### src/rtl/fingerprint_module_command_sequencer_macros.svh
// ---------------------------------------------------------------------------
// Assertion macros for the fingerprint module command sequencer
// Concurrent checks clocked on clk and held off during reset.
// ---------------------------------------------------------------------------
`ifndef FINGERPRINT_MODULE_COMMAND_SEQUENCER_MACROS_SVH
`define FINGERPRINT_MODULE_COMMAND_SEQUENCER_MACROS_SVH

`ifndef ASSERT_OFF
// Same-cycle implication
`define FPSEQ_ASSERT_NOW(lbl, ante, cons, msg) \
    lbl: assert property (@(posedge clk) disable iff (!rst_n) (ante) |-> (cons)) else $error(msg);
// Next-cycle implication
`define FPSEQ_ASSERT_NEXT(lbl, ante, cons, msg) \
    lbl: assert property (@(posedge clk) disable iff (!rst_n) (ante) |=> (cons)) else $error(msg);
`else
`define FPSEQ_ASSERT_NOW(lbl, ante, cons, msg)
`define FPSEQ_ASSERT_NEXT(lbl, ante, cons, msg)
`endif

`endif

### src/rtl/fpseq_pkg.sv
// ---------------------------------------------------------------------------
// fpseq_pkg
// Types, codes and helpers shared by the command sequencer modules.
// ---------------------------------------------------------------------------
`timescale 1ns / 1ps

package fpseq_pkg;

    // Input action codes
    localparam logic [2:0] ACT_TICK   = 3'd0;
    localparam logic [2:0] ACT_REPLY  = 3'd1;
    localparam logic [2:0] ACT_ENROLL = 3'd2;
    localparam logic [2:0] ACT_VERIFY = 3'd3;
    localparam logic [2:0] ACT_DELETE = 3'd4;
    localparam logic [2:0] ACT_CLEAR  = 3'd5;
    localparam logic [2:0] ACT_CANCEL = 3'd6;
    localparam logic [2:0] ACT_LED    = 3'd7;

    // Module instruction codes
    localparam logic [7:0] OPC_GET_IMAGE = 8'h01;
    localparam logic [7:0] OPC_DELETE    = 8'h0C;
    localparam logic [7:0] OPC_EMPTY     = 8'h0D;
    localparam logic [7:0] OPC_CANCEL    = 8'h30;
    localparam logic [7:0] OPC_ENROLL    = 8'h31;
    localparam logic [7:0] OPC_IDENTIFY  = 8'h32;
    localparam logic [7:0] OPC_LED_CTRL  = 8'h3C;
    localparam logic [7:0] OPC_LED_MODE  = 8'h60;

    // Reply bytes of interest
    localparam logic [7:0]  CONF_OK        = 8'h00;
    localparam logic [7:0]  CONF_SILENT    = 8'h26;
    localparam logic [7:0]  STEP_ENROLL_MAX = 8'd5;
    localparam logic [7:0]  STEP_STORED    = 8'd6;
    localparam logic [7:0]  STEP_IDENT     = 8'd5;
    localparam logic [15:0] CODE_NO_MATCH  = 16'h0009;
    localparam logic [7:0]  LED_AUTO_BYTE  = 8'hFF;

    // Flash colours
    localparam logic [2:0] LED_OFF   = 3'd0;
    localparam logic [2:0] LED_GREEN = 3'd2;
    localparam logic [2:0] LED_RED   = 3'd4;

    // Result kinds
    localparam logic KIND_CMD  = 1'b0;
    localparam logic KIND_NOTE = 1'b1;

    // Notification codes
    localparam logic [3:0] NOTE_BUSY        = 4'd0;
    localparam logic [3:0] NOTE_TIMEOUT     = 4'd1;
    localparam logic [3:0] NOTE_ENROLL_STEP = 4'd2;
    localparam logic [3:0] NOTE_ENROLL_OK   = 4'd3;
    localparam logic [3:0] NOTE_ENROLL_FAIL = 4'd4;
    localparam logic [3:0] NOTE_VERIFY_OK   = 4'd5;
    localparam logic [3:0] NOTE_VERIFY_FAIL = 4'd6;
    localparam logic [3:0] NOTE_DELETE_OK   = 4'd7;
    localparam logic [3:0] NOTE_DELETE_FAIL = 4'd8;
    localparam logic [3:0] NOTE_CLEAR_OK    = 4'd9;
    localparam logic [3:0] NOTE_CLEAR_FAIL  = 4'd10;
    localparam logic [3:0] NOTE_CANCELLED   = 4'd11;
    localparam logic [3:0] NOTE_LED_OK      = 4'd12;
    localparam logic [3:0] NOTE_LED_FAIL    = 4'd13;

    // Configuration register indexes
    localparam int CFG_IDX_W = 2;
    localparam logic [CFG_IDX_W-1:0] CFG_REPEAT = 2'd0;
    localparam logic [CFG_IDX_W-1:0] CFG_OPTION = 2'd1;
    localparam logic [CFG_IDX_W-1:0] CFG_LEVEL  = 2'd2;
    localparam logic [CFG_IDX_W-1:0] CFG_RANGE  = 2'd3;

    // Configuration reset values
    localparam logic [7:0]  CFG_REPEAT_RST = 8'd4;
    localparam logic [15:0] CFG_OPTION_RST = 16'd0;
    localparam logic [7:0]  CFG_LEVEL_RST  = 8'd2;
    localparam logic [15:0] CFG_RANGE_RST  = 16'hFFFF;

    // Default timeouts in ticks
    localparam logic [15:0] ENROLL_TIMEOUT_DEF = 16'd2000;
    localparam logic [15:0] VERIFY_TIMEOUT_DEF = 16'd2000;
    localparam logic [15:0] REPLY_TIMEOUT_DEF  = 16'd200;

    // Queue depth between front and back
    localparam int Q_DEPTH = 2;

    typedef enum logic [2:0] {
        MODE_IDLE   = 3'd0,
        MODE_ENROLL = 3'd1,
        MODE_VERIFY = 3'd2,
        MODE_DELETE = 3'd3,
        MODE_CLEAR  = 3'd4,
        MODE_CANCEL = 3'd5,
        MODE_LED    = 3'd6
    } op_mode_t;

    typedef enum logic [1:0] {
        PH_IDENTIFY = 2'd0,
        PH_FLASH    = 2'd1,
        PH_POLL     = 2'd2
    } phase_t;

    typedef enum logic [1:0] {
        EV_TICK,
        EV_REPLY,
        EV_START,
        EV_CANCEL
    } ev_kind_t;

    typedef struct packed {
        logic [2:0]  action;
        logic [15:0] request_id;
        logic        request_auto;
        logic [7:0]  reply_confirm;
        logic [7:0]  reply_step;
        logic [7:0]  reply_seq;
        logic [15:0] reply_page;
        logic [15:0] reply_score;
    } in_item_t;

    typedef struct packed {
        logic        result_kind;
        logic [7:0]  cmd_opcode;
        logic [39:0] cmd_bytes;
        logic [2:0]  cmd_byte_count;
        logic [3:0]  note_code;
        logic [15:0] note_arg_a;
        logic [15:0] note_arg_b;
        logic        is_last;
    } out_item_t;

    // Classified transaction held in the queue
    typedef struct packed {
        ev_kind_t    kind;
        op_mode_t    start_mode;
        logic [15:0] request_id;
        logic        request_auto;
        logic [7:0]  confirm;
        logic [7:0]  step;
        logic [7:0]  seq;
        logic [15:0] page;
        logic [15:0] score;
        logic        conf_ok;
        logic        conf_silent;
        logic        ident_hit;
    } item_t;

    typedef struct packed {
        logic [7:0]  repeat_count;
        logic [15:0] option_word;
        logic [7:0]  score_level;
        logic [15:0] range_id;
    } cfg_t;

    // Back end status seen by the queue and the top level
    typedef struct packed {
        logic pop;
        logic pend_valid;
        logic out_valid;
    } back_status_t;

    function automatic out_item_t mk_cmd(input logic [7:0] opc, input logic [39:0] bytes,
                                         input logic [2:0] cnt);
        out_item_t r;
        r                = '0;
        r.result_kind    = KIND_CMD;
        r.cmd_opcode     = opc;
        r.cmd_bytes      = bytes;
        r.cmd_byte_count = cnt;
        return r;
    endfunction

    function automatic out_item_t mk_note(input logic [3:0] code, input logic [15:0] a,
                                          input logic [15:0] b);
        out_item_t r;
        r             = '0;
        r.result_kind = KIND_NOTE;
        r.note_code   = code;
        r.note_arg_a  = a;
        r.note_arg_b  = b;
        return r;
    endfunction

endpackage

### src/rtl/fingerprint_module_command_sequencer.sv
// ---------------------------------------------------------------------------
// fingerprint_module_command_sequencer
// Host-side command sequencer for a fingerprint module: front classifier,
// transaction queue and back-end operation sequencer.
//
//   channel | direction | handshake           | payload
//   --------+-----------+---------------------+-------------------------
//   in      | input     | in_valid / in_stall | in_data   (in_item_t)
//   out     | output    | out_valid/out_stall | out_data  (out_item_t)
//   cfg     | input     | cfg_we              | cfg_index, cfg_data
//
// One transaction is accepted per cycle while the two-entry queue has room.
// The back end retires one transaction per cycle while the result register is free
// and no second result waits; an identify outcome with its LED flash command also
// fills the holding stage. A result passes a queue slot, then the result register.
// Reset is asynchronous; no clearing pass, the block is ready at once.
// out_stall holds the result register; the queue then fills and stalls in.
// ---------------------------------------------------------------------------
`timescale 1ns / 1ps

`include "fingerprint_module_command_sequencer_macros.svh"

module fingerprint_module_command_sequencer
    import fpseq_pkg::*;
#(
    parameter logic [15:0] ENROLL_TIMEOUT_TICKS = ENROLL_TIMEOUT_DEF,
    parameter logic [15:0] VERIFY_TIMEOUT_TICKS = VERIFY_TIMEOUT_DEF,
    parameter logic [15:0] REPLY_TIMEOUT_TICKS  = REPLY_TIMEOUT_DEF
)
(
    input  logic                 clk,
    input  logic                 rst_n,
    input  logic                 in_valid,
    output logic                 in_stall,
    input  in_item_t             in_data,
    output logic                 out_valid,
    input  logic                 out_stall,
    output out_item_t            out_data,
    input  logic                 cfg_we,
    input  logic [CFG_IDX_W-1:0] cfg_index,
    input  logic [15:0]          cfg_data
);

    logic                         push;
    item_t                        push_item;
    logic                         q_valid;
    logic                         q_full;
    item_t                        head;
    logic [$clog2(Q_DEPTH+1)-1:0] q_level;
    back_status_t                 status;

    // Classify incoming transactions
    fpseq_front u_front
    (
        .in_valid (in_valid),
        .in_stall (in_stall),
        .in_data  (in_data),
        .q_full   (q_full),
        .push     (push),
        .item     (push_item)
    );

    // Decouple front and back
    fpseq_queue u_queue
    (
        .clk       (clk),
        .rst_n     (rst_n),
        .push      (push),
        .push_item (push_item),
        .status    (status),
        .q_valid   (q_valid),
        .q_full    (q_full),
        .head      (head),
        .level     (q_level)
    );

    // Carry out operations and drive results
    fpseq_back #(
        .ENROLL_TIMEOUT_TICKS (ENROLL_TIMEOUT_TICKS),
        .VERIFY_TIMEOUT_TICKS (VERIFY_TIMEOUT_TICKS),
        .REPLY_TIMEOUT_TICKS  (REPLY_TIMEOUT_TICKS)
    ) u_back
    (
        .clk       (clk),
        .rst_n     (rst_n),
        .q_valid   (q_valid),
        .head      (head),
        .cfg_we    (cfg_we),
        .cfg_index (cfg_index),
        .cfg_data  (cfg_data),
        .out_valid (out_valid),
        .out_stall (out_stall),
        .out_data  (out_data),
        .status    (status)
    );

    // A held second result always sits behind a full result register
    `FPSEQ_ASSERT_NOW(a_pend_behind_out, status.pend_valid, status.out_valid, "pending result with empty output")
    // No transaction leaves the queue while a second result waits
    `FPSEQ_ASSERT_NOW(a_no_pop_on_pend, status.pop, !status.pend_valid && (q_level != '0), "pop while result pending or queue empty")
    // A released second result lands in the output register
    `FPSEQ_ASSERT_NEXT(a_pend_release, status.pend_valid && !out_stall, status.out_valid && !status.pend_valid, "second result lost")

endmodule

### src/rtl/fpseq_front.sv
// ---------------------------------------------------------------------------
// fpseq_front
// Accepts input transactions and classifies them for the back end.
// ---------------------------------------------------------------------------
`timescale 1ns / 1ps

module fpseq_front
    import fpseq_pkg::*;
(
    input  logic     in_valid,
    output logic     in_stall,
    input  in_item_t in_data,
    input  logic     q_full,
    output logic     push,
    output item_t    item
);

    // Stall while the queue has no free slot
    assign in_stall = q_full;
    assign push     = in_valid && !q_full;

    // Decode the action and precompute reply flags
    always_comb
    begin
        item              = '0;
        item.kind         = EV_TICK;
        item.start_mode   = MODE_IDLE;
        item.request_id   = in_data.request_id;
        item.request_auto = in_data.request_auto;
        item.confirm      = in_data.reply_confirm;
        item.step         = in_data.reply_step;
        item.seq          = in_data.reply_seq;
        item.page         = in_data.reply_page;
        item.score        = in_data.reply_score;
        item.conf_ok      = (in_data.reply_confirm == CONF_OK);
        item.conf_silent  = (in_data.reply_confirm == CONF_SILENT);
        item.ident_hit    = (in_data.reply_page != 16'd0) || (in_data.reply_score != 16'd0);
        unique case (in_data.action)
            ACT_TICK:   item.kind = EV_TICK;
            ACT_REPLY:  item.kind = EV_REPLY;
            ACT_ENROLL:
            begin
                item.kind       = EV_START;
                item.start_mode = MODE_ENROLL;
            end
            ACT_VERIFY:
            begin
                item.kind       = EV_START;
                item.start_mode = MODE_VERIFY;
            end
            ACT_DELETE:
            begin
                item.kind       = EV_START;
                item.start_mode = MODE_DELETE;
            end
            ACT_CLEAR:
            begin
                item.kind       = EV_START;
                item.start_mode = MODE_CLEAR;
            end
            ACT_CANCEL: item.kind = EV_CANCEL;
            ACT_LED:
            begin
                item.kind       = EV_START;
                item.start_mode = MODE_LED;
            end
            default:    item.kind = EV_TICK;
        endcase
    end

endmodule

### src/rtl/fpseq_queue.sv
// ---------------------------------------------------------------------------
// fpseq_queue
// Short FIFO of classified transactions between front and back.
// ---------------------------------------------------------------------------
`timescale 1ns / 1ps

module fpseq_queue
    import fpseq_pkg::*;
(
    input  logic                         clk,
    input  logic                         rst_n,
    input  logic                         push,
    input  item_t                        push_item,
    input  back_status_t                 status,
    output logic                         q_valid,
    output logic                         q_full,
    output item_t                        head,
    output logic [$clog2(Q_DEPTH+1)-1:0] level
);

    localparam int PTR_W = $clog2(Q_DEPTH);
    localparam int LVL_W = $clog2(Q_DEPTH + 1);

    item_t              slot_reg [Q_DEPTH];
    logic [PTR_W-1:0]   wr_ptr_reg, wr_ptr_next;
    logic [PTR_W-1:0]   rd_ptr_reg, rd_ptr_next;
    logic [LVL_W-1:0]   level_reg, level_next;

    assign q_valid = (level_reg != '0);
    assign q_full  = (level_reg == LVL_W'(Q_DEPTH));
    assign head    = slot_reg[rd_ptr_reg];
    assign level   = level_reg;

    // Advance pointers and level
    always_comb
    begin
        wr_ptr_next = wr_ptr_reg;
        rd_ptr_next = rd_ptr_reg;
        level_next  = level_reg;
        if (push)
        begin
            wr_ptr_next = (wr_ptr_reg == PTR_W'(Q_DEPTH - 1)) ? '0 : wr_ptr_reg + 1'b1;
        end
        if (status.pop)
        begin
            rd_ptr_next = (rd_ptr_reg == PTR_W'(Q_DEPTH - 1)) ? '0 : rd_ptr_reg + 1'b1;
        end
        case ({push, status.pop})
            2'b10:   level_next = level_reg + 1'b1;
            2'b01:   level_next = level_reg - 1'b1;
            default: level_next = level_reg;
        endcase
    end

    always_ff @(posedge clk or negedge rst_n)
    begin
        if (!rst_n)
        begin
            wr_ptr_reg <= '0;
            rd_ptr_reg <= '0;
            level_reg  <= '0;
        end
        else
        begin
            wr_ptr_reg <= wr_ptr_next;
            rd_ptr_reg <= rd_ptr_next;
            level_reg  <= level_next;
        end
    end

    // Store incoming transaction
    always_ff @(posedge clk)
    begin
        if (push)
        begin
            slot_reg[wr_ptr_reg] <= push_item;
        end
    end

endmodule

### src/rtl/fpseq_back.sv
// ---------------------------------------------------------------------------
// fpseq_back
// Runs the operation sequencer and drives the result register.
// ---------------------------------------------------------------------------
`timescale 1ns / 1ps

module fpseq_back
    import fpseq_pkg::*;
#(
    parameter logic [15:0] ENROLL_TIMEOUT_TICKS = ENROLL_TIMEOUT_DEF,
    parameter logic [15:0] VERIFY_TIMEOUT_TICKS = VERIFY_TIMEOUT_DEF,
    parameter logic [15:0] REPLY_TIMEOUT_TICKS  = REPLY_TIMEOUT_DEF
)
(
    input  logic                 clk,
    input  logic                 rst_n,
    input  logic                 q_valid,
    input  item_t                head,
    input  logic                 cfg_we,
    input  logic [CFG_IDX_W-1:0] cfg_index,
    input  logic [15:0]          cfg_data,
    output logic                 out_valid,
    input  logic                 out_stall,
    output out_item_t            out_data,
    output back_status_t         status
);

    cfg_t       cfg_reg, cfg_next;
    op_mode_t   mode_reg, mode_next;
    phase_t     phase_reg, phase_next;
    logic       await_reg, await_next;
    logic [15:0] wait_reg, wait_next;
    logic [15:0] page_reg, page_next;
    logic       led_auto_reg, led_auto_next;
    logic [2:0] flash_reg, flash_next;

    out_item_t  out_reg, out_next;
    logic       out_valid_reg, out_valid_next;
    out_item_t  pend_reg, pend_next;
    logic       pend_valid_reg, pend_valid_next;

    out_item_t  r0, r1;
    logic [1:0] n_res;
    logic [15:0] limit;
    logic       out_free;
    logic       pop;
    logic       busy;

    // Command for an operation in a given phase
    function automatic out_item_t build_cmd(input op_mode_t m, input phase_t ph,
                                            input logic [15:0] tp, input logic la,
                                            input logic [2:0] fc, input cfg_t c);
        out_item_t r;
        r = '0;
        unique case (m)
            MODE_ENROLL: r = mk_cmd(OPC_ENROLL, {tp, c.repeat_count, c.option_word}, 3'd5);
            MODE_VERIFY:
            begin
                unique case (ph)
                    PH_FLASH: r = mk_cmd(OPC_LED_CTRL, {8'h00, 8'h01, 5'd0, fc, 16'h0001}, 3'd4);
                    PH_POLL:  r = mk_cmd(OPC_GET_IMAGE, 40'd0, 3'd0);
                    default:  r = mk_cmd(OPC_IDENTIFY,
                                         {c.score_level, c.range_id, 16'h0400}, 3'd5);
                endcase
            end
            MODE_DELETE: r = mk_cmd(OPC_DELETE, {8'h00, tp, 16'h0001}, 3'd4);
            MODE_CLEAR:  r = mk_cmd(OPC_EMPTY, 40'd0, 3'd0);
            MODE_CANCEL: r = mk_cmd(OPC_CANCEL, 40'd0, 3'd0);
            MODE_LED:    r = mk_cmd(OPC_LED_MODE, {32'd0, la ? LED_AUTO_BYTE : 8'h00}, 3'd1);
            default:     r = '0;
        endcase
        return r;
    endfunction

    // Pop only when both results of the head transaction have room
    assign out_free = !out_valid_reg || !out_stall;
    assign pop      = q_valid && !pend_valid_reg && out_free;
    assign busy     = (mode_reg != MODE_IDLE);

    assign out_valid         = out_valid_reg;
    assign out_data          = out_reg;
    assign status.pop        = pop;
    assign status.pend_valid = pend_valid_reg;
    assign status.out_valid  = out_valid_reg;

    // Timeout limit for the current wait
    always_comb
    begin
        if (mode_reg == MODE_ENROLL)
        begin
            limit = ENROLL_TIMEOUT_TICKS;
        end
        else if (mode_reg == MODE_VERIFY && phase_reg != PH_FLASH && phase_reg != PH_POLL)
        begin
            limit = VERIFY_TIMEOUT_TICKS;
        end
        else
        begin
            limit = REPLY_TIMEOUT_TICKS;
        end
    end

    // Sequencer: next state and results for the head transaction
    always_comb
    begin
        mode_next     = mode_reg;
        phase_next    = phase_reg;
        await_next    = await_reg;
        wait_next     = wait_reg;
        page_next     = page_reg;
        led_auto_next = led_auto_reg;
        flash_next    = flash_reg;
        r0            = '0;
        r1            = '0;
        n_res         = 2'd0;
        unique case (head.kind)
            EV_TICK:
            begin
                if (busy)
                begin
                    if (!await_reg)
                    begin
                        r0         = build_cmd(mode_reg, phase_reg, page_reg, led_auto_reg,
                                               flash_reg, cfg_reg);
                        n_res      = 2'd1;
                        await_next = 1'b1;
                        wait_next  = '0;
                        if (mode_reg == MODE_VERIFY && phase_reg != PH_FLASH &&
                            phase_reg != PH_POLL)
                        begin
                            phase_next = PH_IDENTIFY;
                        end
                    end
                    else if (wait_reg < limit)
                    begin
                        wait_next = wait_reg + 16'd1;
                    end
                    else if (mode_reg == MODE_VERIFY && phase_reg == PH_FLASH)
                    begin
                        // Flash timeout is silent: move on to polling
                        flash_next = LED_OFF;
                        phase_next = PH_POLL;
                        r0         = mk_cmd(OPC_GET_IMAGE, 40'd0, 3'd0);
                        n_res      = 2'd1;
                        await_next = 1'b1;
                        wait_next  = '0;
                    end
                    else if (mode_reg == MODE_VERIFY)
                    begin
                        r0         = mk_note(NOTE_TIMEOUT, 16'd0, 16'd0);
                        n_res      = 2'd1;
                        phase_next = PH_IDENTIFY;
                        flash_next = LED_OFF;
                        await_next = 1'b0;
                        wait_next  = '0;
                    end
                    else
                    begin
                        r0         = mk_note(NOTE_TIMEOUT, 16'd0, 16'd0);
                        n_res      = 2'd1;
                        mode_next  = MODE_IDLE;
                        await_next = 1'b0;
                        wait_next  = '0;
                    end
                end
            end
            EV_REPLY:
            begin
                if (busy && await_reg)
                begin
                    unique case (mode_reg)
                        MODE_ENROLL:
                        begin
                            if (!head.conf_ok)
                            begin
                                r0         = mk_note(NOTE_ENROLL_FAIL, {8'd0, head.confirm},
                                                     {8'd0, head.step});
                                n_res      = 2'd1;
                                mode_next  = MODE_IDLE;
                                await_next = 1'b0;
                                wait_next  = '0;
                            end
                            else if (head.step == STEP_STORED)
                            begin
                                r0         = mk_note(NOTE_ENROLL_OK, page_reg, 16'd0);
                                n_res      = 2'd1;
                                mode_next  = MODE_IDLE;
                                await_next = 1'b0;
                                wait_next  = '0;
                            end
                            else
                            begin
                                wait_next = '0;
                                if (head.step <= STEP_ENROLL_MAX)
                                begin
                                    r0    = mk_note(NOTE_ENROLL_STEP, {8'd0, head.step},
                                                    {8'd0, head.seq});
                                    n_res = 2'd1;
                                end
                            end
                        end
                        MODE_VERIFY:
                        begin
                            if (phase_reg == PH_FLASH)
                            begin
                                flash_next = LED_OFF;
                                phase_next = PH_POLL;
                                r0         = mk_cmd(OPC_GET_IMAGE, 40'd0, 3'd0);
                                n_res      = 2'd1;
                                await_next = 1'b1;
                                wait_next  = '0;
                            end
                            else if (phase_reg == PH_POLL)
                            begin
                                if (!head.conf_ok)
                                begin
                                    // Finger gone: restart at identify
                                    phase_next = PH_IDENTIFY;
                                    flash_next = LED_OFF;
                                    await_next = 1'b0;
                                    wait_next  = '0;
                                end
                                else
                                begin
                                    r0         = mk_cmd(OPC_GET_IMAGE, 40'd0, 3'd0);
                                    n_res      = 2'd1;
                                    await_next = 1'b1;
                                    wait_next  = '0;
                                end
                            end
                            else if (head.conf_ok && head.step != STEP_IDENT)
                            begin
                                wait_next = '0;
                            end
                            else if (head.conf_silent)
                            begin
                                // Silent code: no note, no flash
                                flash_next = LED_OFF;
                                phase_next = PH_POLL;
                                r0         = mk_cmd(OPC_GET_IMAGE, 40'd0, 3'd0);
                                n_res      = 2'd1;
                                await_next = 1'b1;
                                wait_next  = '0;
                            end
                            else
                            begin
                                if (head.conf_ok && head.ident_hit)
                                begin
                                    r0         = mk_note(NOTE_VERIFY_OK, head.page, head.score);
                                    flash_next = LED_GREEN;
                                end
                                else if (head.conf_ok)
                                begin
                                    r0         = mk_note(NOTE_VERIFY_FAIL, CODE_NO_MATCH, 16'd0);
                                    flash_next = LED_RED;
                                end
                                else
                                begin
                                    r0         = mk_note(NOTE_VERIFY_FAIL, {8'd0, head.confirm},
                                                         16'd0);
                                    flash_next = LED_RED;
                                end
                                phase_next = PH_FLASH;
                                r1         = mk_cmd(OPC_LED_CTRL, {8'h00, 8'h01, 5'd0, flash_next,
                                                                   16'h0001}, 3'd4);
                                n_res      = 2'd2;
                                await_next = 1'b1;
                                wait_next  = '0;
                            end
                        end
                        MODE_DELETE:
                        begin
                            r0         = head.conf_ok ? mk_note(NOTE_DELETE_OK, 16'd0, 16'd0)
                                       : mk_note(NOTE_DELETE_FAIL, {8'd0, head.confirm}, 16'd0);
                            n_res      = 2'd1;
                            mode_next  = MODE_IDLE;
                            await_next = 1'b0;
                            wait_next  = '0;
                        end
                        MODE_CLEAR:
                        begin
                            r0         = head.conf_ok ? mk_note(NOTE_CLEAR_OK, 16'd0, 16'd0)
                                       : mk_note(NOTE_CLEAR_FAIL, {8'd0, head.confirm}, 16'd0);
                            n_res      = 2'd1;
                            mode_next  = MODE_IDLE;
                            await_next = 1'b0;
                            wait_next  = '0;
                        end
                        MODE_CANCEL:
                        begin
                            r0         = mk_note(NOTE_CANCELLED, 16'd0, 16'd0);
                            n_res      = 2'd1;
                            mode_next  = MODE_IDLE;
                            await_next = 1'b0;
                            wait_next  = '0;
                        end
                        default:
                        begin
                            r0         = head.conf_ok
                                       ? mk_note(NOTE_LED_OK,
                                                 {8'd0, led_auto_reg ? LED_AUTO_BYTE : 8'h00},
                                                 16'd0)
                                       : mk_note(NOTE_LED_FAIL, {8'd0, head.confirm}, 16'd0);
                            n_res      = 2'd1;
                            mode_next  = MODE_IDLE;
                            await_next = 1'b0;
                            wait_next  = '0;
                        end
                    endcase
                end
            end
            EV_START:
            begin
                if (busy)
                begin
                    r0    = mk_note(NOTE_BUSY, 16'd0, 16'd0);
                    n_res = 2'd1;
                end
                else
                begin
                    if (head.start_mode == MODE_ENROLL || head.start_mode == MODE_DELETE)
                    begin
                        page_next = head.request_id;
                    end
                    if (head.start_mode == MODE_LED)
                    begin
                        led_auto_next = head.request_auto;
                    end
                    if (head.start_mode == MODE_VERIFY)
                    begin
                        phase_next = PH_IDENTIFY;
                        flash_next = LED_OFF;
                    end
                    mode_next  = head.start_mode;
                    await_next = 1'b0;
                    wait_next  = '0;
                end
            end
            EV_CANCEL:
            begin
                mode_next  = MODE_CANCEL;
                await_next = 1'b0;
                wait_next  = '0;
            end
            default:
            begin
                mode_next = mode_reg;
            end
        endcase
        // Mark the last result of this transaction
        if (n_res == 2'd1)
        begin
            r0.is_last = 1'b1;
        end
        if (n_res == 2'd2)
        begin
            r1.is_last = 1'b1;
        end
    end

    // Output register and the second-result holding stage
    always_comb
    begin
        out_next        = out_reg;
        out_valid_next  = out_valid_reg;
        pend_next       = pend_reg;
        pend_valid_next = pend_valid_reg;
        if (out_free)
        begin
            if (pend_valid_reg)
            begin
                out_next        = pend_reg;
                out_valid_next  = 1'b1;
                pend_valid_next = 1'b0;
            end
            else if (pop && n_res != 2'd0)
            begin
                out_next       = r0;
                out_valid_next = 1'b1;
                if (n_res == 2'd2)
                begin
                    pend_next       = r1;
                    pend_valid_next = 1'b1;
                end
            end
            else
            begin
                out_valid_next = 1'b0;
            end
        end
    end

    // Configuration writes
    always_comb
    begin
        cfg_next = cfg_reg;
        if (cfg_we)
        begin
            unique case (cfg_index)
                CFG_REPEAT: cfg_next.repeat_count = cfg_data[7:0];
                CFG_OPTION: cfg_next.option_word  = cfg_data;
                CFG_LEVEL:  cfg_next.score_level  = cfg_data[7:0];
                CFG_RANGE:  cfg_next.range_id     = cfg_data;
                default:    cfg_next = cfg_reg;
            endcase
        end
    end

    always_ff @(posedge clk or negedge rst_n)
    begin
        if (!rst_n)
        begin
            cfg_reg.repeat_count <= CFG_REPEAT_RST;
            cfg_reg.option_word  <= CFG_OPTION_RST;
            cfg_reg.score_level  <= CFG_LEVEL_RST;
            cfg_reg.range_id     <= CFG_RANGE_RST;
            mode_reg             <= MODE_VERIFY;
            phase_reg            <= PH_IDENTIFY;
            await_reg            <= 1'b0;
            wait_reg             <= '0;
            page_reg             <= '0;
            led_auto_reg         <= 1'b1;
            flash_reg            <= LED_OFF;
            out_valid_reg        <= 1'b0;
            pend_valid_reg       <= 1'b0;
        end
        else
        begin
            cfg_reg        <= cfg_next;
            out_valid_reg  <= out_valid_next;
            pend_valid_reg <= pend_valid_next;
            if (pop)
            begin
                mode_reg     <= mode_next;
                phase_reg    <= phase_next;
                await_reg    <= await_next;
                wait_reg     <= wait_next;
                page_reg     <= page_next;
                led_auto_reg <= led_auto_next;
                flash_reg    <= flash_next;
            end
        end
    end

    // Result payload
    always_ff @(posedge clk)
    begin
        out_reg  <= out_next;
        pend_reg <= pend_next;
    end

endmodule

### config.mk
export PLATFORM = sky130hd
export DESIGN_NAME = fingerprint_module_command_sequencer
export DESIGN_NICKNAME = d
export VERILOG_FILES = /design/src/rtl/fpseq_pkg.sv /design/src/rtl/fingerprint_module_command_sequencer.sv /design/src/rtl/fpseq_front.sv /design/src/rtl/fpseq_queue.sv /design/src/rtl/fpseq_back.sv
export VERILOG_INCLUDE_DIRS = /design/src /design/src/rtl
export SDC_FILE = /design/constraint.sdc
export NUM_CORES = 1
export LEC_CHECK = 0
export BUFFER_PORTS_ARGS = -buffer_cell sky130_fd_sc_hd__buf_4
export CAP_MARGIN = 15
export CORE_ASPECT_RATIO = 0.75
export CORE_MARGIN = 3
export CORE_UTILIZATION = 58
export DETAILED_ROUTE_END_ITERATION = 7
export PLACE_DENSITY = 0.88
export REMOVE_ABC_BUFFERS = 1
export SLEW_MARGIN = 20
export SYNTH_ARGS = -nofsm -noshare
export SYNTH_HDL_FRONTEND = slang
export SYNTH_SLANG_ARGS = --single-unit
### constraint.sdc
create_clock -name clk -period 8.94 [get_ports clk]
set_clock_uncertainty 0.05 [all_clocks]
set_input_delay 0.447 -clock clk [delete_from_list [all_inputs] [get_ports clk]]
set_output_delay 0.447 -clock clk [all_outputs]
set_load 0.05 [all_outputs]
; ---- After elaboration in Yosys (flattened, before gate mapping)
; Memory sizes are Yosys's and may differ from the RTL's.
; Cells that the tools add are included.
; Widths: inputs -> output; s select.
[classes]
addsub = 5
n_lt_le_gt_ge = 2
eq_ne = 53
muxes = 120
bitwise_logic = 5
n_reduce_logical = 45
[ops]
columns = cell, count
row1 = $mux 89, 16
row2 = $pmux 89 s6, 1
row3 = $pmux 89 s5, 1
row4 = $pmux 89 s3, 1
row5 = $pmux 86 s2, 1
row6 = $mux 86, 1
row7 = $mux 81, 1
row8 = $mux 16, 5
row9 = $mux 3, 24
row10 = $pmux 16 s4, 1
row11 = $mux 2, 24
row12 = $mux 37, 1
row13 = $mux 35, 1
row14 = $mux 34, 1
row15 = $reduce_bool 16->1, 2
row16 = $mux 1, 26
row17 = $mux 25, 1
row18 = $eq 3x3->1 const B, 8
row19 = $reduce_and 12->1, 2
row20 = $mux 11, 2
row21 = $eq 3x2->1 const B, 6
row22 = $add 16x1->16 const B, 1
row23 = $eq 2x2->1 const B, 8
row24 = $lt 16x11->1, 1
row25 = other kinds (42), 94
[totals]
reg_bits = 273
mem_bits_rw = 162
in_bits = 99
output_inout_bits = 91
memories = 1
[mem_list]
columns = name, words, word_bits, read_ports, rd_ports_with_merged_regs, write_ports, line
row1 = u_queue.slot_reg, 2, 81, 1, 0, 1, fpseq_queue.sv:24  ; item_t slot_reg [Q_DEPTH];

; ---- Depth between registers and ports, before layout
; Gate-level depths: netlist of run 1.
[depth]
word_depth = 14
mapped_depth = 15
ltp_nobuf = 9

; ---- By module
; Synthesis of run 1 repeated with hierarchy kept, for this count alone.
[unflattened]
hier_cells = 1143
hier_area_um2 = 16130.5
[by_module_without_submodules]
columns = mod, n_inst, cells_per_inst, area_each_um2, seq_area_each_um2
row1 = fpseq_back, 1, 774, 8978.6, 4974.8
row2 = fpseq_queue, 1, 268, 6431.2, 4964.8
row3 = fpseq_front, 1, 101, 720.7, 0.0

; ---- Least setup slack after synthesis of run 1
; OpenSTA, ideal clock, no wires.
[synth_path]
kind = reg2reg
start = reg u_queue.rd_ptr_reg
end = reg u_back.out_reg, in the netlist u_back.out_data[0], enable pin
setup_time_ps = 1227
t_arrival_ps = 5074
setup_slack_ps = 2590
stages_incl_launch_ff = 14
cell_sequence = dfrtp_1 buf_6 buf_6 buf_2 buf_2 buf_2 mux2i_1 inv_1 ha_1 clkbuf_1 nor3b_1 a21oi_1 nand3_1 nand4_1
[synth_via]
elab_chain_len = 13
elab_cells_between_ends = 23
classes_between = order compare: 1 / eq/ne: 4 / mux: 11 / reduce/logical: 6 / memory: 1
[synth_lines]
columns = element, line
row1 = start: declaration, fpseq_queue.sv:26  ; logic [PTR_W-1:0] rd_ptr_reg, rd_ptr_next;
row2 = start signal: assignment, fpseq_queue.sv:66  ; rd_ptr_reg <= rd_ptr_next;
row3 = $mem_v2 2x81 *, n/a
row4 = branches (longest 7 deep; another with $le 8x3->1), n/a
row5 = $pmux 2 s3 *, fpseq_back.sv:116  ; unique case (head.kind)
row6 = $reduce_bool 2->1 *, fpseq_back.sv:376  ; else if (pop && n_res != 2'd0)
row7 = $logic_and 1x1->1 *, fpseq_back.sv:376
row8 = $reduce_bool 2->1 (no source line) *, n/a
row9 = $reduce_and 2->1 (no source line) *, n/a
row10 = end signal: assignment, fpseq_back.sv:448  ; out_reg <= out_next;
row11 = end: declaration, fpseq_back.sv:37  ; out_item_t out_reg, out_next;
; Every way passes the cells marked *.
; A chain may end at the register's enable or synchronous reset.

; ---- Final worst setup path of run 1
[layout_path]
start = reg u_queue.rd_ptr_reg
end = reg u_back.out_reg, in the netlist u_back.out_data[44] (data pin)
[layout_via]
elab_chain_len = 11
elab_cells_between_ends = 18
classes_between = eq/ne: 4 / mux: 11 / reduce/logical: 2 / memory: 1
[layout_lines]
columns = element, line
row1 = $mem_v2 2x81 *, n/a
row2 = $ne 8x3->1, fpseq_back.sv:231  ; else if (head.conf_ok && head.step != STEP_IDENT)
row3 = $logic_and 1x1->1, fpseq_back.sv:231
row4 = $mux 89, fpseq_back.sv:231
row5 = $mux 89, fpseq_back.sv:213  ; else if (phase_reg == PH_POLL)
row6 = $mux 89, fpseq_back.sv:204  ; if (phase_reg == PH_FLASH)
row7 = $pmux 89 s5, fpseq_back.sv:171  ; unique case (mode_reg)
row8 = $mux 89, fpseq_back.sv:169  ; if (busy && await_reg)
row9 = $pmux 89 s3 *, fpseq_back.sv:116
row10 = $mux 89 *, fpseq_back.sv:376
row11 = $mux 89 *, fpseq_back.sv:370  ; if (pend_valid_reg)
; Mark *: on every way between the ends. The rest lies on a longest branch, timed or not. The select of a mux whose other input is x is not followed.

==> run summary, run 1 <==
Run status = finished clean
GRT met3 Usage = 0.0550
Asr flop ratio synth = 0.275
Post-DRT Antenna Nets = 0
R2r startpoint = u_queue.rd_ptr_reg
Fin nets = 1372
Core footprint = 25100 um2
Crit end category = flop
DR vias/cell = 6.23
Layout Cell Area excl Fill = 17600 um2
Pwr Total = 6.12 mW
Max-cap viol count = 0
Final wirelength = 37700 um
HP Class = in -> reg
Netlist cell types = 74
PortBufs = 187
Util after Layout = 0.701
HP Start = in_data[42]
CTS tree = yes
DRT iter0 DRCs = 1133
Cell row count = 50
Met2 Use GR = 0.424
Crit-path cells = mux2i_1, inv_1, ha_1, or2_0, nor3_1, nand3_2, a21oi_1
LEAKAGE = 6.71 nW
Min Clock Period, post-route = 4.45 ns
Largest net degree at the start of global routing = 76
CP peak stage delay = 0.94 ns
Critical path origin = u_queue.rd_ptr_reg
Ys flop type = edfxtp_1
Syn_area_per_cell = 13.7 um2
IO Pins = 190
Mapped cell area = 14800 um2
Fillers = 1658
Tot GR Track Use = 0.274
Post-synth EDFFs = 251
Setup CP Type = reg -> reg
Worst-margin pin slew = 1.09 ns
CTS clock-pin slew for the worst setup and hold paths = 0.06 ns
Maximum clock rate = 225 MHz
Syn Inst Count = 1081
Setup TNS = 0 ns
Final setup violation count = 0
Dpl hpwl = 25500 um
Critical Path RT = 9.22 ns
Slew Viols, Final = 0
Htree depth = 2
Drt pass-1 iters = 7
Max FFs per register = 162
Slew Limit Headroom = 0.269
Synth Register Bits = 346
Final hold violation count = 0
Total congestion overflow = 0
Via count = 10100
Register area share after synthesis = 0.670
PD cells = 348 nW/um2
GRT met1 Usage = 0.409
Largest delay contributor family on the critical path = simple AND/OR/NAND/NOR gates
Layout cells sized above 1 = 0.283
RSZ-0062 raised after global routing = no
Vias in the first global route = 9741
Worst Path Buf+Inv = 1
DR WL/cell = 23.2 um
Die Height = 145 um
Post-synthesis to final-layout area growth = 18.5%
DRC Markers = 0
Most used routing layer = met2
Final period utilization = 0.498
Arr. time, crit path = 4.73 ns
Peak VDD IR = 234 uV
CP max FO = 39
Initial antenna violation count = 0
Clock Latency Late Sink = 0.51 ns
Clock Sinks = 346
First-pass GRT wire length = 57100 um
GP Congestion = 0.911
Yosys Warn Count = 0
Num CTS Buffers = 34
Die area = 27600 um2
CTS root buf = clkbuf_16
Die width = 191 um
Max clock buf depth = 3
Area after DPL = 16500 um2
N_diodes = 0
Worst Setup Start Kind = flop
Worst path slowest cell = nor3_1
Initial Util = 0.592
[layout by cell type (no fill, tap or decap), drive strengths merged, types with 12 or more instances in the layout]
| cell type | synthesis | routed |
|---|---|---|
| edfxtp | 251 | 251 |
| nor2 | 84 | 84 |
| nor4 | 12 | 12 |
| inv | 17 | 18 |
| dfrtp | 75 | 75 |
| buf | 28 | 200 |
| clkbuf | 28 | 41 |
| nand2 | 86 | 86 |
| and3 | 18 | 18 |
| a31oi | 13 | 13 |
| a21oi | 50 | 50 |
| o21ai | 54 | 54 |
| nand3 | 21 | 21 |
| a222oi | 16 | 16 |
| o22ai | 16 | 16 |
| nor3 | 12 | 12 |
| clkinv | 0 | 15 |
| a22oi | 14 | 14 |
| dfstp | 20 | 20 |
| mux2i | 73 | 73 |
| mux2 | 69 | 69 |
[layout make-up]
type / count / area (um2) / share of cell area
clock buffers: 41 / 898 / 0.0511
clock inverters: 19 / 135 / 0.00769
inverters: 17 / 63.8 / 0.00363
multi-input cells: 663 / 4610 / 0.262
flip-flops and latches: 346 / 9940 / 0.566
well taps: 338 / 423 / 0.0241
repair buffers: 201 / 1510 / 0.0860
[worst reg2reg max path, cell delays in order (launching register included)]
cell and delay, ns:
dfrtp_4 0.87, mux2i_1 0.39, inv_1 0.14, ha_1 0.26, or2_0 0.42, nor3_1 0.95
nand3_2 0.79, a21oi_1 0.40
[path summary, 6_finish.rpt]
| path | to | slack, ns | cells past startpoint |
|---|---|---|---|
| setup / recovery | u_back.out_data[44] | 4.49 | 7 |
| hold / removal | u_queue.slot_reg[1][45] | 0.07 | 1 |
| setup reg to reg | u_back.out_data[44] | 4.49 | 7 |
| max in group asynchronous | u_queue.rd_ptr_reg | 7.21 | 3 |
| min in group asynchronous | u_queue.wr_ptr_reg | 0.44 | 2 |
| hold reg to reg | u_back.flash_reg[2] | 0.45 | 1 |
[cell usage after synthesis, drive strengths merged, types with 5 or more instances]
library cell  instances  area [um2]
a21oi                50         262
a222oi               16         160
a22oi                14         105
a31oi                13        96.3
and2                 11        68.8
and3                 18         113
buf                  28         155
clkbuf               28         106
dfrtp                75        1880
dfstp                20         526
edfxtp              251        7540
ha                   10         125
inv                  17        63.8
mux2                 69         788
mux2i                73         734
nand2                86         328
nand2b                9        56.3
nand3                21         105
nand4                10        62.6
nor2                 84         323
nor3                 12        97.6
nor4                 12        75.1
o21ai                54         270
o22ai                16         100
o31ai                 7        57.6
o32ai                 5        51.3
or2                   5        31.3
xnor2                 5        43.8
[cells by family after synthesis]
| logic type | share of synthesized area |
|---|---|
| compound gates | 0.0936 |
| xor+xnor | 0.00531 |
| fa+ha+maj | 0.00843 |
| buf+inv | 0.0219 |
| simple gates | 0.0981 |
| mux | 0.103 |
| other cells | 0.000253 |
| flops | 0.670 |
[report_power, final]
group	switching, mW	internal (mW)	total [mW]
Combinational	1.54	0.682	2.22
Clock	0.594	0.751	1.34
Sequential	0.297	2.26	2.55
Total	2.43	3.69	6.12
[per-layer routing]
metal	up-vias	routed length [um]
met3	50	3950
met1	5019	16000
met2	585	17300
met5	-	0
met4	0	553
li1	4472	-
[through the flow]
stage	hold WS (ns)	setup WS (ns)	instances
after floorplan	0.101	1.00	1026
after global placement	0.422	4.42	1564
after detailed placement	0.435	4.22	1564
after CTS	0.0558	4.17	1625
after global routing	0.0537	4.11	1625
final	0.0650	4.49	1625
[what timing repair did]
item / CTS / global route
gates resized for setup: 0 / 0
hold endpoints to repair: 30 / 0
setup buffers: 0 / 0
hold buffers: 1 / 0
Note: power is estimated with default switching activity, not from simulation.
==> run 2: changes to the inputs <==
Settings changed: ABC_AREA set to 1.
Clock period 8.94 ns to 4.6 ns, I/O delays scaled along.
==> run summary, run 2 <==
Worst-margin pin slew = 1.08 ns
Leading area contributor after synthesis = edfxtp_1
First-pass GRT wire length = 61900 um
Max-cap viol count = 0
Min Clock Period, post-route = 3.54 ns
Final non-filler cell total = 1970
Run status = finished clean
Layout Cell Area excl Fill = 18600 um2
Ys flop type = edfxtp_1
Final wirelength = 41100 um
Fin nets = 1714
Clock Sinks = 346
RSZ-0062 raised after global routing = no
Final hold violation count = 0
Worst Setup Start Kind = flop
Setup TNS = 0 ns
Initial antenna violation count = 1
PD cells = 656 nW/um2
Slew Limit Headroom = 0.280
Final setup violation count = 0
Peak VDD IR = 449 uV
Cell row count = 50
Top cells by area, synth = edfxtp_1 51%, dfrtp_1 13%, nand2_1 8.0%, dfstp_2 3.5%, o21ai_0 3.1%
Crit end category = flop
Layout cells sized above 1 = 0.212
Synth top cells by count = 317 x nand2_1, 251 x edfxtp_1, 103 x inv_1
Asr flop ratio synth = 0.275
Post-Place Cells = 1820
Clock Latency Late Sink = 0.53 ns
Critical Path RT = 4.73 ns
Max clock buf depth = 3
Via count = 11500
Setup repair bufs after CTS = 0
Pwr Total = 12.2 mW
Total congestion overflow = 0
Tot GR Track Use = 0.295
Die area = 27600 um2
Post-DRT Antenna Nets = 0
Core footprint = 25100 um2
HP Class = in -> reg
Yosys Warn Count = 0
WL met3 = 4060 um
Register area share after synthesis = 0.669
Arr. time, crit path = 3.67 ns
Num CTS Buffers = 34
Maximum clock rate = 282 MHz
Final hold slack = 0.00751 ns
Vias in the first global route = 11000
Hold_buf cts = 87
CTS root buf = clkbuf_16
Post-synth top area share = 0.507
Drt pass-1 iters = 8
Initial Util = 0.592
Metal-1 WL = 16600 um
Final period utilization = 0.770
DR WL met2 = 19600 um
DR vias/cell = 5.82
CP max FO = 65
DRC Markers = 0
Most numerous cell in the Yosys netlist = nand2_1
DRT iter0 DRCs = 1409
GP Congestion = 0.948
Setup CP Type = reg -> reg
PortBufs = 187
Dpl hpwl = 26700 um
Die Height = 145 um
Commonest non-fill, non-tap cell in the layout = nand2_1
Synth Register Bits = 346
Slew Viols, Final = 0
Max FFs per register = 162
Largest net degree at the start of global routing = 82
CTS clock-pin slew for the worst setup and hold paths = 0.07 ns
Netlist cell types = 60
IO Pins = 190
Commonest cells after routing, fill and taps aside = 317 x nand2_1, 251 x edfxtp_1, 196 x buf_4
Syn Inst Count = 1330
Max Used Layer = met4
Mapped cell area = 14900 um2
LEAKAGE = 7.61 nW
Area after DPL = 16600 um2
Htree depth = 2
Post-synth EDFFs = 251
Resized cells post-CTS = 0
CTS tree = yes
DR WL/cell = 20.9 um
Die width = 191 um
Syn_area_per_cell = 11.2 um2
Post-synthesis to final-layout area growth = 25.5%
run 2: changes by cell type in the layout (fill, tap and decap cells not counted), sizes merged, moves of 15 or more:
cell | previous run | this run
dlygate4sd3 | 1 | 87
mux2i | 73 | 29
inv | 18 | 121
nand2 | 86 | 331
and3 | 18 | 1
a222oi | 16 | 0
nand3 | 21 | 36
mux2 | 69 | 0
o21ai | 54 | 106
nor2 | 84 | 112
run 2: kinds of logic after synthesis:
group / synth area share
buffers and inverters: 0.0476
adder cells (fa/ha/maj): 0.00842
flip-flops: 0.669
multiplexers: 0.0195
other: 0.000252
AND/OR/NAND/NOR: 0.155
AO/OA/AOI/OAI: 0.0976
XOR/XNOR: 0.00295
run 2: final timing paths:
kind | depth (start not counted) | slack, ns | start | endpoint
hold reg to reg | 2 | 0.44 | u_back.cfg_reg[37] | u_back.cfg_reg[37]
max in group asynchronous | 3 | 3.18 | rst_n | u_back.cfg_reg[5]
hold / removal | 3 | 0.008 | cfg_data[5] | u_back.cfg_reg[5]
min in group asynchronous | 2 | 0.36 | rst_n | u_back.cfg_reg[31]
setup reg to reg | 17 | 1.06 | u_queue.rd_ptr_reg | u_back.out_data[15]
setup / recovery | 17 | 1.06 | u_queue.rd_ptr_reg | u_back.out_data[15]
run 2: final cells by class:
type                       instances  area [um2]
clock inverter                    18         238
timing repair buffer             286        2380
fill                            1585        6440
multi-input combinational        817        4240
inverter                         120         453
sequential                       346        9940
antenna                            1        2.50
clock buffer                      44         960
tap                              338         423
run 2: report_power, final:
| group | internal (mW) | leakage, nW | switching (mW) |
|---|---|---|---|
| clock network | 1.77 | 0.582 | 1.20 |
| registers | 4.35 | 3.48 | 0.437 |
| logic | 1.21 | 3.54 | 3.27 |
| total | 7.32 | 7.61 | 4.90 |
run 2: metrics by stage:
stage | utilization | setup WS (ns)
after floorplan | - | -4.76
after global placement | 0.660 | 1.23
after detailed placement | 0.660 | 1.12
after CTS | 0.743 | 1.10
after global routing | 0.743 | 0.751
final | 0.743 | 1.06
run 2: routing by layer:
layer,up-vias,track usage
met5,-,0
li1,5165,-
met2,677,0.485
met1,5540,0.414
met4,0,0.0745
met3,79,0.0543
run 2: worst max-delay path, stage by stage, from the launching register on:
cell and delay, ns:
dfrtp_4 0.64, inv_2 0.11, buf_4 0.49, nand2_1 0.14, nand2_1 0.13, nand2_1 0.09
nor2_4 0.17, nand2_2 0.12, nand2_4 0.10, nand2_1 0.06, nand2_1 0.05, nand2_1 0.06
nand3_1 0.10, nand2_1 0.07, nand2_2 0.09, nand2_1 0.11, a21oi_4 0.19, buf_12 0.30
